[src/hdl/isk_pkg.sv]
// Package for the integer set store: field widths, operation and status codes,
// sequencer states and the default table size.
// Depends on nothing; used by every module of the block.
package isk_pkg;

    // Fixed widths of the request and result fields.
    localparam int FUNC_W       = 2;
    localparam int KEY_W        = 32;
    localparam int STATUS_W     = 2;
    localparam int COUNT_W      = 5;

    // Default number of slots in the key table.
    localparam int DEF_CAPACITY = 16;

    // Operation codes carried on the func field.
    typedef enum logic [FUNC_W-1:0] {
        OP_INSERT = 2'd0,
        OP_DELETE = 2'd1,
        OP_QUERY  = 2'd2,
        OP_CLEAR  = 2'd3
    } t_isk_op;

    // Result status codes.
    typedef enum logic [STATUS_W-1:0] {
        ST_DONE   = 2'd0,
        ST_DUP    = 2'd1,
        ST_FULL   = 2'd2,
        ST_ABSENT = 2'd3
    } t_isk_status;

    // Sequencer states: clearing sweep, idle, table scan, and write back with result.
    typedef enum logic [1:0] {
        S_CLEAR  = 2'd0,
        S_IDLE   = 2'd1,
        S_SCAN   = 2'd2,
        S_UPDATE = 2'd3
    } t_isk_state;

endpackage

[src/hdl/isk_mem.sv]
// Slot memory of the integer set store: one write port, one read port,
// registered read data. Depends on isk_pkg for its default sizes.
module isk_mem #(
    parameter int DEPTH  = isk_pkg::DEF_CAPACITY,
    parameter int ADDR_W = (DEPTH > 1) ? $clog2(DEPTH) : 1,
    parameter int DATA_W = isk_pkg::KEY_W + 1
) (
    input  logic              i_clk,
    input  logic              i_we,
    input  logic [ADDR_W-1:0] i_waddr,
    input  logic [DATA_W-1:0] i_wdata,
    input  logic [ADDR_W-1:0] i_raddr,
    output logic [DATA_W-1:0] o_rdata
);

    logic [DATA_W-1:0] r_mem [DEPTH];
    logic [DATA_W-1:0] r_rdata;

    // Write port.
    always_ff @(posedge i_clk) begin
        if (i_we) begin
            r_mem[i_waddr] <= i_wdata;
        end
    end

    // Read port with registered data.
    always_ff @(posedge i_clk) begin
        r_rdata <= r_mem[i_raddr];
    end

    assign o_rdata = r_rdata;

endmodule

[src/hdl/integer_set_store.sv]
// Integer set store: a bounded set of distinct 32-bit signed keys held in a
// slot memory, with a sequencer that scans, decides and writes back.
// Depends on isk_pkg and isk_mem.
//
// Usage:
// - Request channel (i_in_valid / o_in_stall) carries i_func and i_key_value.
//   A beat is taken when valid is high and stall is low.
// - Result channel (o_out_valid / i_out_stall) carries o_found, o_status and
//   o_entry_count, one result beat per request beat.
// - Insert, delete and query scan every slot through the single memory read
//   port, one slot a cycle, then write back. No new request is taken until
//   the current one has written back its result.
// - Clear sweeps the memory one slot a cycle and then gives its result.
// - After reset the same sweep runs with the request channel stalled; the
//   set is then empty.
// - The result sits in an output register. A new request is taken while it
//   waits; that request waits at write back until the old result is taken.
module integer_set_store #(
    parameter int CAPACITY = isk_pkg::DEF_CAPACITY
) (
    input  logic                          i_clk,
    input  logic                          i_rst_n,
    input  logic                          i_in_valid,
    output logic                          o_in_stall,
    input  logic [isk_pkg::FUNC_W-1:0]    i_func,
    input  logic signed [isk_pkg::KEY_W-1:0] i_key_value,
    output logic                          o_out_valid,
    input  logic                          i_out_stall,
    output logic                          o_found,
    output logic [isk_pkg::STATUS_W-1:0]  o_status,
    output logic [isk_pkg::COUNT_W-1:0]   o_entry_count
);

    localparam int AW   = (CAPACITY > 1) ? $clog2(CAPACITY) : 1;
    localparam int CW   = $clog2(CAPACITY + 1);
    localparam int KW   = isk_pkg::KEY_W;
    localparam int WW   = KW + 1;
    localparam int CNTW = isk_pkg::COUNT_W;
    localparam logic [CW-1:0] LAST_IDX = CW'(CAPACITY - 1);
    localparam logic [CW-1:0] END_IDX  = CW'(CAPACITY);

    isk_pkg::t_isk_state  r_state, n_state;
    logic [CW-1:0]        r_idx;
    logic                 r_rd_vld;
    logic [AW-1:0]        r_rd_idx;
    isk_pkg::t_isk_op     r_func;
    logic [KW-1:0]        r_key;
    logic                 r_op_clear;
    logic                 r_hit;
    logic [AW-1:0]        r_hit_idx;
    logic                 r_free;
    logic [AW-1:0]        r_free_idx;
    logic [CW-1:0]        r_count, n_count;
    logic                 r_out_valid;
    logic                 r_found, n_found;
    isk_pkg::t_isk_status r_status, n_status;
    logic [CNTW-1:0]      r_out_count;

    logic                 mem_we;
    logic [AW-1:0]        mem_waddr;
    logic [WW-1:0]        mem_wdata;
    logic [AW-1:0]        mem_raddr;
    logic [WW-1:0]        mem_rdata;
    logic                 in_stall;
    logic                 upd_go;
    logic                 in_take;
    logic                 slot_match;
    logic                 slot_empty;

    // Slot memory: valid bit above the key.
    isk_mem #(
        .DEPTH  (CAPACITY),
        .ADDR_W (AW),
        .DATA_W (WW)
    ) u_mem (
        .i_clk   (i_clk),
        .i_we    (mem_we),
        .i_waddr (mem_waddr),
        .i_wdata (mem_wdata),
        .i_raddr (mem_raddr),
        .o_rdata (mem_rdata)
    );

    assign in_take    = i_in_valid && !in_stall;
    assign slot_match = mem_rdata[KW] && (mem_rdata[KW-1:0] == r_key);
    assign slot_empty = !mem_rdata[KW];

    // Next state.
    always_comb begin
        n_state = r_state;
        case (r_state)
            isk_pkg::S_CLEAR: begin
                if (r_idx == LAST_IDX) begin
                    n_state = r_op_clear ? isk_pkg::S_UPDATE : isk_pkg::S_IDLE;
                end
            end
            isk_pkg::S_IDLE: begin
                if (i_in_valid) begin
                    n_state = (isk_pkg::t_isk_op'(i_func) == isk_pkg::OP_CLEAR) ?
                              isk_pkg::S_CLEAR : isk_pkg::S_SCAN;
                end
            end
            isk_pkg::S_SCAN: begin
                if (r_idx == END_IDX) begin
                    n_state = isk_pkg::S_UPDATE;
                end
            end
            isk_pkg::S_UPDATE: begin
                if (upd_go) begin
                    n_state = isk_pkg::S_IDLE;
                end
            end
            default: n_state = isk_pkg::S_IDLE;
        endcase
    end

    // Sequencer outputs: memory port control, request stall, write back.
    always_comb begin
        mem_we    = 1'b0;
        mem_waddr = r_idx[AW-1:0];
        mem_wdata = '0;
        mem_raddr = r_idx[AW-1:0];
        in_stall  = 1'b1;
        upd_go    = 1'b0;
        case (r_state)
            isk_pkg::S_CLEAR: begin
                mem_we = 1'b1;
            end
            isk_pkg::S_IDLE: begin
                in_stall = 1'b0;
            end
            isk_pkg::S_SCAN: begin
                mem_we = 1'b0;
            end
            isk_pkg::S_UPDATE: begin
                upd_go = !r_out_valid || !i_out_stall;
                if (upd_go && r_func == isk_pkg::OP_INSERT && !r_hit && r_free) begin
                    mem_we    = 1'b1;
                    mem_waddr = r_free_idx;
                    mem_wdata = {1'b1, r_key};
                end else if (upd_go && r_func == isk_pkg::OP_DELETE && r_hit) begin
                    mem_we    = 1'b1;
                    mem_waddr = r_hit_idx;
                    mem_wdata = {1'b0, r_key};
                end
            end
            default: in_stall = 1'b1;
        endcase
    end

    // Result of the operation from the scan outcome.
    always_comb begin
        n_found  = r_hit;
        n_status = isk_pkg::ST_DONE;
        n_count  = r_count;
        case (r_func)
            isk_pkg::OP_INSERT: begin
                if (r_hit) begin
                    n_status = isk_pkg::ST_DUP;
                end else if (!r_free) begin
                    n_status = isk_pkg::ST_FULL;
                end else begin
                    n_count = r_count + 1'b1;
                end
            end
            isk_pkg::OP_DELETE: begin
                if (r_hit) begin
                    n_count = r_count - 1'b1;
                end else begin
                    n_status = isk_pkg::ST_ABSENT;
                end
            end
            isk_pkg::OP_QUERY: begin
                n_status = r_hit ? isk_pkg::ST_DONE : isk_pkg::ST_ABSENT;
            end
            isk_pkg::OP_CLEAR: begin
                n_found = 1'b0;
                n_count = '0;
            end
            default: n_status = isk_pkg::ST_DONE;
        endcase
    end

    // Sequencer control registers.
    always_ff @(posedge i_clk) begin
        if (!i_rst_n) begin
            r_state    <= isk_pkg::S_CLEAR;
            r_idx      <= '0;
            r_rd_vld   <= 1'b0;
            r_op_clear <= 1'b0;
            r_count    <= '0;
        end else begin
            r_state  <= n_state;
            r_rd_vld <= (r_state == isk_pkg::S_SCAN) && (r_idx != END_IDX);
            case (r_state)
                isk_pkg::S_CLEAR: begin
                    r_idx <= (r_idx == LAST_IDX) ? '0 : r_idx + 1'b1;
                end
                isk_pkg::S_IDLE: begin
                    r_idx <= '0;
                    if (in_take) begin
                        r_op_clear <= (isk_pkg::t_isk_op'(i_func) == isk_pkg::OP_CLEAR);
                    end
                end
                isk_pkg::S_SCAN: begin
                    if (r_idx != END_IDX) begin
                        r_idx <= r_idx + 1'b1;
                    end
                end
                isk_pkg::S_UPDATE: begin
                    if (upd_go) begin
                        r_count <= n_count;
                    end
                end
                default: r_idx <= '0;
            endcase
        end
    end

    // Request capture and scan tracking: first matching slot, lowest free slot.
    always_ff @(posedge i_clk) begin
        if (!i_rst_n) begin
            r_hit  <= 1'b0;
            r_free <= 1'b0;
        end else if (in_take) begin
            r_hit  <= 1'b0;
            r_free <= 1'b0;
        end else if (r_rd_vld) begin
            if (slot_match && !r_hit) begin
                r_hit <= 1'b1;
            end
            if (slot_empty && !r_free) begin
                r_free <= 1'b1;
            end
        end
    end

    // Payload of the scan: request fields and slot indexes.
    always_ff @(posedge i_clk) begin
        r_rd_idx <= r_idx[AW-1:0];
        if (in_take) begin
            r_func <= isk_pkg::t_isk_op'(i_func);
            r_key  <= i_key_value;
        end
        if (r_rd_vld && slot_match && !r_hit) begin
            r_hit_idx <= r_rd_idx;
        end
        if (r_rd_vld && slot_empty && !r_free) begin
            r_free_idx <= r_rd_idx;
        end
    end

    // Output register: a result beat is loaded at write back and held until taken.
    always_ff @(posedge i_clk) begin
        if (!i_rst_n) begin
            r_out_valid <= 1'b0;
        end else if (upd_go) begin
            r_out_valid <= 1'b1;
        end else if (!i_out_stall) begin
            r_out_valid <= 1'b0;
        end
    end

    always_ff @(posedge i_clk) begin
        if (upd_go) begin
            r_found     <= n_found;
            r_status    <= n_status;
            r_out_count <= CNTW'(n_count);
        end
    end

    assign o_in_stall    = in_stall;
    assign o_out_valid   = r_out_valid;
    assign o_found       = r_found;
    assign o_status      = r_status;
    assign o_entry_count = r_out_count;

    // The memory is written only by the clearing sweep or at write back.
    a_we_state: assert property (@(posedge i_clk) disable iff (!i_rst_n)
        mem_we |-> (r_state == isk_pkg::S_CLEAR || r_state == isk_pkg::S_UPDATE))
        else $error("slot memory written outside sweep or write back");

    // The count never exceeds the table size.
    a_count_max: assert property (@(posedge i_clk) disable iff (!i_rst_n)
        r_count <= END_IDX)
        else $error("entry count above capacity");

    // An insert that fills a slot raises the count by one.
    a_insert_count: assert property (@(posedge i_clk) disable iff (!i_rst_n)
        (mem_we && mem_wdata[KW]) |=> (r_count == $past(r_count) + 1'b1))
        else $error("insert did not raise the count");

    // Write back always leaves a result beat waiting.
    a_result_loaded: assert property (@(posedge i_clk) disable iff (!i_rst_n)
        upd_go |=> r_out_valid)
        else $error("write back without a result beat");

endmodule
[config.mk]
export PLATFORM = sky130hd
export DESIGN_NAME = integer_set_store
export DESIGN_NICKNAME = d
export VERILOG_FILES = /design/src/hdl/isk_pkg.sv /design/src/hdl/isk_mem.sv /design/src/hdl/integer_set_store.sv
export SDC_FILE = /design/constraint.sdc
export NUM_CORES = 1
export LEC_CHECK = 0
export BUFFER_PORTS_ARGS = -buffer_cell sky130_fd_sc_hd__buf_2
export CORE_UTILIZATION = 57
export CTS_CLUSTER_SIZE = 30
export DETAILED_ROUTE_END_ITERATION = 12
export GPL_ROUTABILITY_DRIVEN = 0
export PLACE_DENSITY = 0.82
export SYNTH_ARGS = -nofsm -noshare
export SYNTH_HDL_FRONTEND = slang
export SYNTH_SLANG_ARGS = --single-unit
[constraint.sdc]
create_clock -name i_clk -period 4.9 [get_ports i_clk]
set_input_delay 0.49 -clock i_clk [delete_from_list [all_inputs] [get_ports i_clk]]
set_output_delay 0.49 -clock i_clk [all_outputs]
set_load 0.02 [all_outputs]
Yosys cells after proc, flatten, opt, wreduce, memory -nomap -nowiden
Memories as Yosys holds them, arrays and structs flattened. A register that Yosys moved wholly into a read port is not among the register bits. Cells that the tools add are included.

Register bits: 71. Output and inout bits: 10. Memories: 1. RAM bits: 528. Input bits: 38.

Memory list: u_mem.r_mem (depth 16, bits a word 33, read ports 1, clocked after Yosys merged registers in 1, write ports 1, RTL line isk_mem.sv:16) `logic [DATA_W-1:0] r_mem [DEPTH];`.

Equal/unequal tests: 17. Reduce and logical (&&, ||, !) cells: 31. Multiplexer cells: 33. Bitwise operators: 1. $add $sub $neg: 3.

Operators with widths (count): $mux W33 (2); $eq A32 B32 Y1 (1); $mux W32 (1); $pmux W5 S3 (2); $mux W5 (5); $mux W2 (9); $logic_and A1 B1 Y1 (14); $mux W4 (3); $add A5 B1 Y5 const B (2); $eq A2 B2 Y1 const B (5); $reduce_and A2 Y1 (5); $mux W1 (8); $ne A2 B2 Y1 const B (4); $pmux W2 S4 (1); $eq A5 B4 Y1 const B (1); $eq A5 B5 Y1 const B (1); $logic_not A1 Y1 (5); $ne A5 B5 Y1 const B (1); $sub A5 B1 Y5 const B (1); $eq A2 B1 Y1 const B (2); $logic_not A2 Y1 (2); $ne A2 B1 Y1 const B (2); $pmux W2 S2 (1); $reduce_and A4 Y1 (1); other kinds (5) (6).

Logic depth before layout (Yosys ltp)
Gate-level depths: netlist of run 1.

Depth after elaboration: 9. Depth in mapped cells: 10.

By module
From an unflattened synthesis of run 1, not the netlist that was laid out.

Cell total of the unflattened synthesis: 1166. Area, all modules: 24064.3 um2.

Modules (own cells, without submodules): isk_mem (cells each 864, times used 1, area each 20631.0 um2); integer_set_store (cells each 302, times used 1, area each 3433.3 um2).

Least setup slack after synthesis of run 1
No wires, ideal clock.

Path kind: flip-flop to flip-flop. Start point: reg r_func[1]. End point: mem u_mem.r_mem[0][0] (netlist bit) (enable). Path buffers: 1. Arrival time: 3.977 ns. Stages on the path, launching flop included: 8. Path slack: 0.458 ns. Data required time: 4.436 ns. Cell sequence: edfxtp_1 > inv_1 > ha_1 > clkbuf_1 > nand2_1 > a21oi_1 > o21ai_0 > nor3_1.

Word-level cells in the longest chain between the ends: 8. Elaborated cells on any way between the ends: 15.

Ends and longest elaborated chain: start: declaration (RTL line integer_set_store.sv:46) `isk_pkg::t_isk_op r_func;`; start signal: assignment (RTL line integer_set_store.sv:242) `r_func <= isk_pkg::t_isk_op'(i_func);`; $eq A2 B1 Y1 or $logic_not A2 Y1 (tied branches) (RTL line integer_set_store.sv:141, integer_set_store.sv:137); $logic_and A1 B1 Y1, on equally long branches (2 in a row) (RTL line integer_set_store.sv:141, integer_set_store.sv:137); $mux W1 or $logic_and A1 B1 Y1 (tied branches) (RTL line integer_set_store.sv:141, integer_set_store.sv:137); $mux W1 (RTL line integer_set_store.sv:137) `if (upd_go && r_func == isk_pkg::OP_INSERT && !r_hit && r_free) begin`; $pmux W1 S2 (RTL line integer_set_store.sv:125) `case (r_state)`; $mux W1 (RTL line isk_mem.sv:21) `if (i_we) begin`; $mux W1 (not written as such) (RTL line isk_mem.sv:22) `r_mem[i_waddr] <= i_wdata;`; end: declaration (RTL line isk_mem.sv:16).

Several ways; a longest one is shown, not always the timed one.

Worst setup path after layout of run 1
Start point: reg r_func[0]. End point: mem u_mem.r_mem[14][9] (netlist bit) (enable).

Same word-level chain as after synthesis.

==> impl_results.md, run 1 <==
- Status: complete, no violations
- Vias per cell: approximately 6.5
- Antenna diode count: 0
- Worst hold start: i_key_value[23]
- Num rows: 75
- WHS Path Cells: 1
- Hold WC Path Type: in -> reg
- Cts bufs inserted: ~60
- Hold Vio Cnt, Final: 0
- Cell area after synthesis: 24500 um^2
- H-tree Lvls: 2
- Fillers: ~2500
- Post-route non-filler standard cell count: between 1500 and 2000
- Post-Synth Simple-Gate Area: 3.12%
- Core Util, Final: about two thirds
- Routed Antenna Nets: 0
- DRC violations left: 0
- CTS-repair resized insts: 0
- Worst setup path class: reg -> reg
- Pwr Total: 12.0 mW
- Register area: ~18000 um^2
- Worst rel slew slack: roughly 14%
- Hold endpoint: r_key[23]
- Vias in the first global route: between 10000 and 15000
- Initial Util: 58.1%
- I/O pin cnt: 48
- CP arrival: 4.17 ns
- DIE AREA: between 40000 and 50000 um^2
- Post-CTS setup buffer count: 0
- Avg Inst Size Synth: between 20 and 25 um^2
- Peak supply drop: 0.336 mV
- Largest net degree at the start of global routing: a little under 70
- Layout cell share with drive strength beyond 1: 21.9%
- Async set-reset flop share out of synthesis: 0%
- Initial antenna violation count: 0
- CP Launch Type: flip-flop
- CTS tree: built
- Crit path capture type: flip-flop
- Reg2reg setup slack: just under 1 ns
- DP Worst Slack: about 1.0 ns
- Root Buffer Master: clkbuf_16
- CTS Sinks: about 630
- Clock slew at reported path FFs: roughly 0.06 ns
- Compound-Gate Fraction of Synth Area: 1.42%
- Minimum clock period: around 4 ns
- Worst path required time: a little over 5 ns
- Die Span Y: 209 um
- Finished Cell Area: 27300 um^2
- TNS Setup: 0 ns
- 1st-iter DRT viols: 1175
- Nets: 1248
- Mapped Nets: approximately 1200
- Drt pass-1 iters: 5
- Vias: between 10000 and 15000
- Slew @ Worst Pin: 1.28 ns
- Hold Slack: around 0.018 ns
- GRT Residual Overflow: 0
- Ys flop type: edfxtp_1
- Main combinational cell family by area after synthesis: multiplexers
- Cells after synthesis: about 1100
- Fmax: approximately 250 MHz
- Multi-input logic area: ~5800 um^2
- Global-route wire length before repair: roughly 75000 um
- Die W: roughly 210 um
- Crit path max fanout: 36
- Pins Over Slew Limit: 0
- Unrepaired setup endpoints after global routing: false
- Clock Latency Late Sink: 0.64 ns
- Port bufs: between 40 and 50
- Worst r2r path cells: 8
- Post-detailed-placement half-perimeter wirelength: 28600 um
- Core Region: ~42000 um^2
- Multiplexer share of the synthesized area: between 10% and 20%
- Synth Area in XOR/XNOR: under 10%
- Total Wirelength: roughly 50000 um
- Reg-to-Reg End: u_mem.r_mem[14][9]
- Synth Register Bits: approximately 630
- Leak: approximately 10 nW
- Cts hold-fix bufs: 0
- WL/cell: between 20 and 30 um
- DP Cell Count: between 1500 and 2000
- R2r startpoint: r_func[0]
- Layout overhead on the synthesized area: 11.5%
- Final setup skew: ~0.034 ns
- Setup ws final: just under 1 ns
- Synthesis warning total: 0
- Pwr Density: roughly 440 nW/um^2
- Final setup violation count: 0
- Number of max-cap violations: 0
- Post-DP Area: about 25000 um^2
- Tcrit/Tclk final: between 80% and 90%
- Unique masters post-synth: 60
- All-layer global routing usage: between 20% and 30%
- Post-synth EDFFs: just under 600
- Maximum clock insertion buffer count: 3
- Seq/Total Area, Yosys: around 75%
- Post-Synth Adder-Cell Area: less than 1%
[worst max-delay path by stage]
stage	startpoint	to	depth (start not counted)
6_report	r_func[0]	u_mem.r_mem[14][9]	8
5_1_grt	r_func[0]	u_mem.r_mem[14][1]	8
2_1_floorplan	r_func[1]	u_mem.r_mem[0][0]	7
4_1_cts	r_func[0]	u_mem.r_mem[14][2]	8
3_3_place_gp	r_func[0]	u_mem.r_mem[14][15]	8
3_5_place_dp	r_func[0]	u_mem.r_mem[14][21]	8
[registers in the layout (all words and copies together) (netlist names), 2 cells and up]
name / cells
o_entry_count: 5
o_status: 2
r_count: 5
r_free_idx: 4
r_func: 2
r_hit_idx: 4
r_idx: 5
r_key: 32
r_rd_idx: 4
r_state: 2
u_mem.o_rdata: 33
u_mem.r_mem: 528
[worst max-delay path, cell delays in order (launching register included)]
cell,delay [ns]
edfxtp_1,0.44
inv_1,0.11
ha_1,0.46
nand3b_1,0.28
a21oi_4,0.17
buf_4,0.43
o22a_1,0.27
nand2_1,0.28
nor2_4,1.06
[logic make-up after synthesis]
| kind of cell | after synthesis |
|---|---|
| multiplexers | 168 |
| adder cells (fa/ha/maj) | 16 |
| buffers and inverters | 68 |
| flip-flops | 632 |
| AND/OR/NAND/NOR | 139 |
| AO/OA/AOI/OAI | 50 |
| XOR/XNOR | 36 |
[Yosys cell counts, types with 11 or more instances]
| cell | n | area (um^2) |
|---|---|---|
| and2_1 | 35 | 219 |
| buf_6 | 11 | 124 |
| clkbuf_1 | 19 | 71.3 |
| dfxtp_1 | 54 | 1080 |
| edfxtp_1 | 578 | 17400 |
| ha_1 | 16 | 200 |
| inv_1 | 18 | 67.6 |
| mux4_1 | 73 | 1920 |
| mux4_2 | 92 | 2070 |
| nand2_1 | 24 | 90.1 |
| nor2_1 | 28 | 105 |
| xor2_1 | 31 | 272 |
[cells in the final DEF (no fill, tap or decap), types with 3 or more instances in the layout]
cell type / synthesis / final
o2bb2ai_1: 3 / 3
mux4_1: 73 / 73
clkbuf_16: 0 / 59
xnor2_1: 5 / 5
nor3b_1: 5 / 5
nor2b_1: 4 / 4
a21oi_1: 10 / 9
inv_1: 18 / 17
clkinv_2: 0 / 7
mux4_2: 92 / 92
clkbuf_8: 0 / 6
nor2_1: 28 / 14
and2_1: 35 / 35
nand3_1: 7 / 7
clkinv_1: 1 / 12
nand2_1: 24 / 24
ha_1: 16 / 16
nor2_4: 0 / 14
o211a_1: 3 / 3
clkbuf_1: 19 / 14
buf_4: 2 / 24
bufinv_16: 0 / 5
edfxtp_1: 578 / 578
nor4_1: 7 / 7
a31oi_1: 3 / 3
buf_2: 10 / 47
xor2_1: 31 / 31
nand3b_1: 5 / 5
o21ai_0: 10 / 10
nand2b_1: 4 / 4
nand4_1: 4 / 4
nor3_1: 6 / 4
dfxtp_1: 54 / 51
[power by group]
part           switching [mW]  internal (mW)  leakage [nW]  total [mW]
Combinational           0.602          0.516          2.48        1.12
Clock                    1.94           2.57         0.928        4.51
Sequential              0.191           6.17          6.56        6.36
[area by class of cell]
type                       instances  area share, %
timing repair buffer              72           1.59
multi-input combinational        409           21.1
sequential                       632           67.5
tap                              539           2.47
inverter                          20          0.275
clock inverter                    28           1.10
clock buffer                      79           5.90
[per-layer routing]
metal	track usage, %	wire, um
met1	33.0	19900
met2	38.9	25800
met3	4.17	4100
met4	9.61	1630
met5	0	0
No activity file was read; power rests on OpenSTA's default activity.
==> run 2: changes to the inputs <==
CORE_UTILIZATION = 56   (was 57)
PLACE_DENSITY = 0.84   (was 0.82)
clock period = 3.5 ns   (was 4.9 ns; I/O delays follow)
==> run 2 against run 1 <==
  * Clock power grew 40%
  * Final cell count grew 5.3%
  * Sequential cell count unchanged
  * Hold slack better by 0.051 ns
  * Register-to-register slack worse by 0.68 ns
  * Critical path depth stayed put
  * Non-clock buffer count up 43
  * Utilization grew 0.060 points
  * Via count is 6.2% higher
  * Global-route usage grew 2.0 points
  * Sequential power increased by 39%
  * Fmax is 22% higher
  * Critical path type unchanged
==> impl_results.md, run 2 (synthesis gave the netlist of run 1 again) <==
- Die W: 211 um (+0.88%)
- Port bufs: 47 (unchanged)
- Peak supply drop: 0.584 mV (+74%)
- Antenna diode count: 0 (unchanged)
- Final setup skew: 0.0135 ns (-0.0208 ns)
- Vias per cell: 6.52 (+0.91%)
- Global-route wire length before repair: 81500 um (+8.0%)
- H-tree Lvls: 2 (unchanged)
- Core Util, Final: 64.9% (about the same)
- Leak: 10.2 nW (+2.3%)
- Fillers: 2629 (+3.2%)
- Sw frac: 23.2% (+0.37 points)
- Combinational share of power: 10.3% (+1.0 points)
- DIE AREA: 44600 um^2 (+1.8%)
- Num rows: 76 (+1.3%)
- Worst setup path class: reg -> reg
- Final setup violation count: 0 (unchanged)
- Worst r2r path cells: 8 (unchanged)
- GRT Residual Overflow: 0 (unchanged)
- Reg-to-Reg End: u_mem.r_mem[3][6]
- Initial Util: 56.8% (-1.3 points)
- CP Capture Point: u_mem.r_mem[3][6]
- Register area: 18400 um^2 (unchanged)
- Vias in the first global route: 12214 (+3.9%)
- Crit path capture type: flip-flop
- Commonest cells after routing, fill and taps aside: 578 x edfxtp_1, 92 x mux4_2, 73 x mux4_1, 61 x clkbuf_16, 51 x dfxtp_1
- DRC violations left: 0 (unchanged)
- Tcrit/Tclk final: 91.6% (+12 points)
- Minimum clock period: 3.21 ns (-0.719 ns)
- Worst rel slew slack: 24.5% (+10 points)
- Pwr Density: 605 nW/um^2 (+38%)
- Hold WC Path Type: in -> reg
- CP Launch Type: flip-flop
- Largest net degree at the start of global routing: 69 (unchanged)
- Flop pwr share: 52.4% (-0.6 points)
- Reg2reg setup slack: 0.29 ns (-0.68 ns)
- Pins Over Slew Limit: 0 (unchanged)
- Core Region: 43100 um^2 (+2.2%)
- Multi-input logic area: 5770 um^2 (unchanged)
- Hold Slack: 0.0684 ns (+0.0509 ns)
- Unrepaired setup endpoints after global routing: false
- CTS Sinks: 632 (unchanged)
- Pwr Total: 16.9 mW (+41%)
- Layout overhead on the synthesized area: 14.1%
- Number of max-cap violations: 0 (unchanged)
- 1st-iter DRT viols: 1696 (+44%)
- Top reg by flops: u_mem.r_mem
- Die Span Y: 211 um (+0.88%)
- Largest register FFs: 528 (unchanged)
- Fmax: 312 MHz (+22%)
- Clock Latency Late Sink: 0.60 ns (-0.04 ns)
- Layout cell share with drive strength beyond 1: 22.3% (+0.35 points)
- Commonest non-fill, non-tap cell in the layout: edfxtp_1
- Cts bufs inserted: 60 (+1.7%)
- Slew @ Worst Pin: 1.13 ns (-0.152 ns)
- Clock slew at reported path FFs: 0.06 ns (about the same)
- Post-detailed-placement half-perimeter wirelength: 30700 um (+7.4%)
- CTS-repair resized insts: 0 (unchanged)
- Crit path from: r_func[0]
- Worst hold start: i_out_stall
- Root Buffer Master: clkbuf_16
- Status: complete, no violations
- I/O pin cnt: 48 (unchanged)
- Initial antenna violation count: 0 (unchanged)
- Net Sw Power: 3.92 mW (+43%)
- Hold Vio Cnt, Final: 0 (unchanged)
- Vias: 12210 (+6.2%)
- Nets: 1292 (+3.5%)
- Total Wirelength: 56100 um (+9.2%)
- Maximum clock insertion buffer count: 3 (unchanged)
- All-layer global routing usage: 26.0% (+2.0 points)
- CTS tree: built
- Power Internal: 13.0 mW (+40%)
- Clock group share of total power: 37.3% (-0.3 points)
- Post-CTS setup buffer count: 0 (unchanged)
- CP arrival: 3.45 ns (-0.72 ns)
- WL/cell: 29.9 um (+3.7%)
- Worst path required time: 3.75 ns (-1.40 ns)
- Routed Antenna Nets: 0 (unchanged)
- R2r startpoint: r_func[0]
- Crit path max fanout: 21 (-42%)
- Drt pass-1 iters: 5 (unchanged)
## run 2: changes by cell type in the layout (fill, tap and decap cells not counted), moves of 2 or more
cell / before / now
dlygate4sd3_1: 0 / 34
buf_12: 1 / 15
buf_4: 24 / 19
clkinv_1: 12 / 8
clkinv_2: 7 / 11
clkbuf_1: 14 / 17
bufinv_16: 5 / 3
clkbuf_16: 59 / 61
clkinvlp_4: 2 / 4
## run 2: cell type report
| cell class | count | share of cell area [%] |
|---|---|---|
| Clock buffer | 85 | 6.03 |
| Clock inverter | 27 | 0.792 |
| Inverter | 20 | 0.269 |
| Multi-Input combinational cell | 409 | 20.7 |
| Sequential cell | 632 | 66.0 |
| Tap cell | 585 | 2.62 |
| Timing Repair Buffer | 115 | 3.64 |
## run 2: through the flow
| stage | area, um^2 | instances | worst slack (ns) | TNS (ns) |
|---|---|---|---|---|
| final | 28000 | 1873 | 0.293 | 0 |
| after global routing | 28000 | 1873 | 0.132 | 0 |
| after CTS | 28000 | 1873 | 0.350 | 0 |
| after detailed placement | 25700 | 1727 | 0.423 | 0 |
| after global placement | 25700 | 1727 | 0.575 | 0 |
| after floorplan | 24500 | 1109 | -0.942 | -66.61 |
## run 2: worst min path at each step
| stage | cells after the start | slack [ns] | to |
|---|---|---|---|
| after global placement | 0 | 0.41 | r_free_idx[0] |
| after CTS | 3 | 0.05 | o_out_valid |
| after global routing | 3 | 0.09 | o_out_valid |
| final | 3 | 0.07 | o_out_valid |
| after floorplan | 0 | 0.35 | r_rd_idx[1] |
| after detailed placement | 0 | 0.42 | r_rd_idx[3] |
## run 2: worst max-delay path: stages (launching register included)
cell	delay (ns)
edfxtp_1	0.43
inv_1	0.11
ha_1	0.45
nand3b_1	0.28
o22a_1	0.30
o22ai_1	0.30
nand3b_1	0.37
nor2_4	0.20
buf_4	0.40
## run 2: metal layers
metal / part of all wire [%] / track usage (%) / vias up
li1: - / - / 4890
met1: 38 / 36.7 / 6338
met2: 48 / 40.1 / 834
met3: 9.8 / 5.10 / 148
met4: 4.5 / 11.5 / 0
met5: 0 / 0 / -
## run 2: power by group through the flow
stage | Sequential (mW) | Clock (mW) | Combinational, mW
finish | 8.86 | 6.30 | 1.75
global route | 8.89 | 6.64 | 1.81
CTS | 8.86 | 6.38 | 1.74
detailed placement | 8.99 | 0 | 1.66
global placement | 8.96 | 0 | 1.62
floorplan | 8.90 | 0 | 1.16
## run 2: timing repair
item                                    4_1_cts  5_1_grt
endpoints found under the hold margin        34        0
endpoints found under the setup margin        0        0
hold buffers                                 34        0
==> run 3: changes to the inputs <==
clock period = 2.8 ns   (was 3.5 ns; I/O delays follow)
==> run 3 against run 2 <==
  * Final cell count is 2.9% higher
  * Sequential share of layout area is 1.4 points lower
  * Non-clock buffer count is 55 higher
  * Die area stayed put
  * Sequential power is 25% higher
  * Highest routed layer is now met5
  * Largest cell class unchanged
  * Total power is 26% higher
  * Via count is 3.8% higher
  * Design area is 2.1% higher
  * Routed wire length is 7.6% higher
  * First-iteration DRC count is 8.4% higher
  * Combinational power is 35% higher
  * Clock power is 25% higher
==> impl_results.md, run 3 (synthesis gave the netlist of run 1 again) <==
- Status: complete, no violations
- Tcrit/Tclk final: 95.6% (+4.0 points)
- Critical path buffers and inverters: 2 (unchanged)
- I/O pin cnt: 48 (unchanged)
- Cell family with most CP delay: simple AND/OR/NAND/NOR gates
- Core Region: 43100 um^2 (unchanged)
- Initial antenna violation count: 5 (+5)
- CP Launch Type: flip-flop
- Core Util, Final: 66.3% (+1.4 points)
- CTS Sinks: 632 (unchanged)
- Post-DP Area: 26300 um^2 (+2.3%)
- Crit path max fanout: 16 (-24%)
- Worst r2r path cells: 8 (unchanged)
- Port bufs: 47 (unchanged)
- Leak: 10.5 nW (+3.0%)
- Unrepaired setup endpoints after global routing: false
- Initial Util: 56.8% (unchanged)
- Num rows: 76 (unchanged)
- Die Span Y: 211 um (unchanged)
- Reg2reg setup slack: 0.12 ns (-0.17 ns)
- Peak supply drop: 0.590 mV (+0.92%)
- Routed Antenna Nets: 0 (unchanged)
- Nets: 1344 (+4.0%)
- Die W: 211 um (unchanged)
- Pins Over Slew Limit: 0 (unchanged)
- Worst setup path class: reg -> reg
- Drt pass-1 iters: 5 (unchanged)
- Vias per cell: 6.57 (+0.86%)
- Setup ws final: 0.122 ns (-0.171 ns)
- Commonest non-fill, non-tap cell in the layout: edfxtp_1
- GRT Residual Overflow: 0 (unchanged)
- Largest register FFs: 528 (unchanged)
- Final setup violation count: 0 (unchanged)
- Hold WC Path Type: in -> reg
- Minimum clock period: 2.68 ns (-0.529 ns)
- Finished Cell Area: 28500 um^2 (+2.1%)
- Cts bufs inserted: 57 (-5.0%)
- Clock slew at reported path FFs: 0.06 ns (about the same)
- Hold Vio Cnt, Final: 0 (unchanged)
- Fmax: 373 MHz (+20%)
- Worst path required time: 3.13 ns (-0.62 ns)
- DP Cell Count: 1780 (+3.1%)
- Crit path capture type: flip-flop
- Reg-to-Reg End: u_mem.r_mem[11][2]
- Vias in the first global route: 12291 (+0.63%)
- CP arrival: 3.00 ns (-0.45 ns)
- CTS tree: built
- Worst rel slew slack: 46.0% (+22 points)
- Clock Latency Late Sink: 0.63 ns (+0.03 ns)
- Root Buffer Master: clkbuf_16
- Maximum clock insertion buffer count: 3 (unchanged)
- CP Capture Point: u_mem.r_mem[11][2]
- Pwr Total: 21.3 mW (+26%)
- Crit-path cells: inv_1 -> ha_2 -> and2_1 -> o21ai_2 -> a221oi_2 -> nand2_2 -> nor2_4 -> buf_12
- WHS Path Cells: 2 (-1)
- Vias: 12670 (+3.8%)
- Max incr delay on CP: 0.44 ns (about the same)
- Post-detailed-placement half-perimeter wirelength: 34100 um (+11%)
- Total Wirelength: 60300 um (+7.6%)
- Layout overhead on the synthesized area: 16.6%
- All-layer global routing usage: 28.0% (+2.0 points)
- Pwr Density: 746 nW/um^2 (+23%)
- R2r startpoint: r_func[1]
- WL/cell: 31.3 um (+4.6%)
- Number of max-cap violations: 0 (unchanged)
- Commonest cells after routing, fill and taps aside: 578 x edfxtp_1, 92 x mux4_2, 73 x mux4_1, 60 x buf_4, 57 x clkbuf_16
- 1st-iter DRT viols: 1839 (+8.4%)
- Final setup skew: 0.0220 ns (+0.00848 ns)
- Stages on the worst setup path: 8 (unchanged)
- Slew @ Worst Pin: 0.810 ns (-0.318 ns)
- DP Worst Slack: -0.0648 ns (-0.487 ns)
- H-tree Lvls: 2 (unchanged)
- Layout cell share with drive strength beyond 1: 25.9% (+3.6 points)
- DIE AREA: 44600 um^2 (unchanged)
- Master of the slowest instance on the critical path: edfxtp_1
- Largest net degree at the start of global routing: 80 (+16%)
- DRC violations left: 0 (unchanged)
- Post-route non-filler standard cell count: 1927 (+2.9%)
- Crit path from: r_func[1]
- Top reg by flops: u_mem.r_mem
- Fillers: 2508 (-4.6%)
- Global-route wire length before repair: 86900 um (+6.6%)
[run 3: changes by cell type in the layout (fill, tap and decap cells not counted), moves of 3 or more]
cell / previous run / this run
clkbuf_8: 7 / 1
buf_4: 19 / 60
bufinv_16: 3 / 6
clkbuf_16: 61 / 57
diode_2: 0 / 4
clkinv_1: 8 / 14
buf_12: 15 / 28
clkbuf_1: 17 / 12
[run 3: worst min-delay path by stage]
stage	slack [ns]	endpoint	from
global route	0.03	r_idx[4]	i_rst_n
detailed placement	0.42	r_rd_idx[3]	r_idx[3]
finish	0.03	r_count[1]	i_rst_n
global placement	0.41	r_free_idx[3]	r_rd_idx[3]
floorplan	0.35	r_rd_idx[1]	r_idx[1]
CTS	0.007	r_count[1]	i_rst_n
[run 3: metrics by stage]
step | hold slack [ns] | TNS [ns]
after floorplan | 0.350 | -28.47
after global placement | 0.408 | 0
after detailed placement | 0.417 | -2.65
after CTS | 0.00661 | 0
after global routing | 0.0251 | 0
final | 0.0268 | 0
[run 3: what timing repair did]
action | CTS | global route
hold buffers | 35 | 0
setup buffers | 0 | 1
pin swaps | 0 | 1
endpoints found under the setup margin | 130 | 295
resized for setup | 3 | 4
hold endpoints to repair | 35 | 0
[run 3: worst reg2reg max path: stages, from the launching register on]
cell      delay (ns)
edfxtp_1        0.44
inv_1           0.11
ha_2            0.27
and2_1          0.25
o21ai_2         0.16
a221oi_2        0.42
nand2_2         0.25
nor2_4          0.29
buf_12          0.20
[run 3: layer usage]
metal / vias to the layer above / GRT usage, % / wire (um)
met5: - / 0 / 32
met4: 4 / 10.1 / 2010
met3: 124 / 6.17 / 6810
met2: 997 / 43.8 / 28800
met1: 6532 / 39.4 / 22700
li1: 5013 / - / -
[run 3: power by group]
part | internal, mW | switching (mW) | total, mW
Sequential | 10.8 | 0.273 | 11.1
Combinational | 1.05 | 1.32 | 2.37
Clock | 4.34 | 3.52 | 7.86
Total | 16.2 | 5.11 | 21.3
[run 3: layout make-up]
cell class,count,area (um^2),share of cell area (%)
well taps,585,732,2.56
diodes,4,10.0,0.0351
flip-flops and latches,632,18400,64.6
repair buffers,170,1600,5.59
clock inverters,37,364,1.28
multi-input cells,409,5840,20.4
inverters,20,76.3,0.267
clock buffers,70,1490,5.20
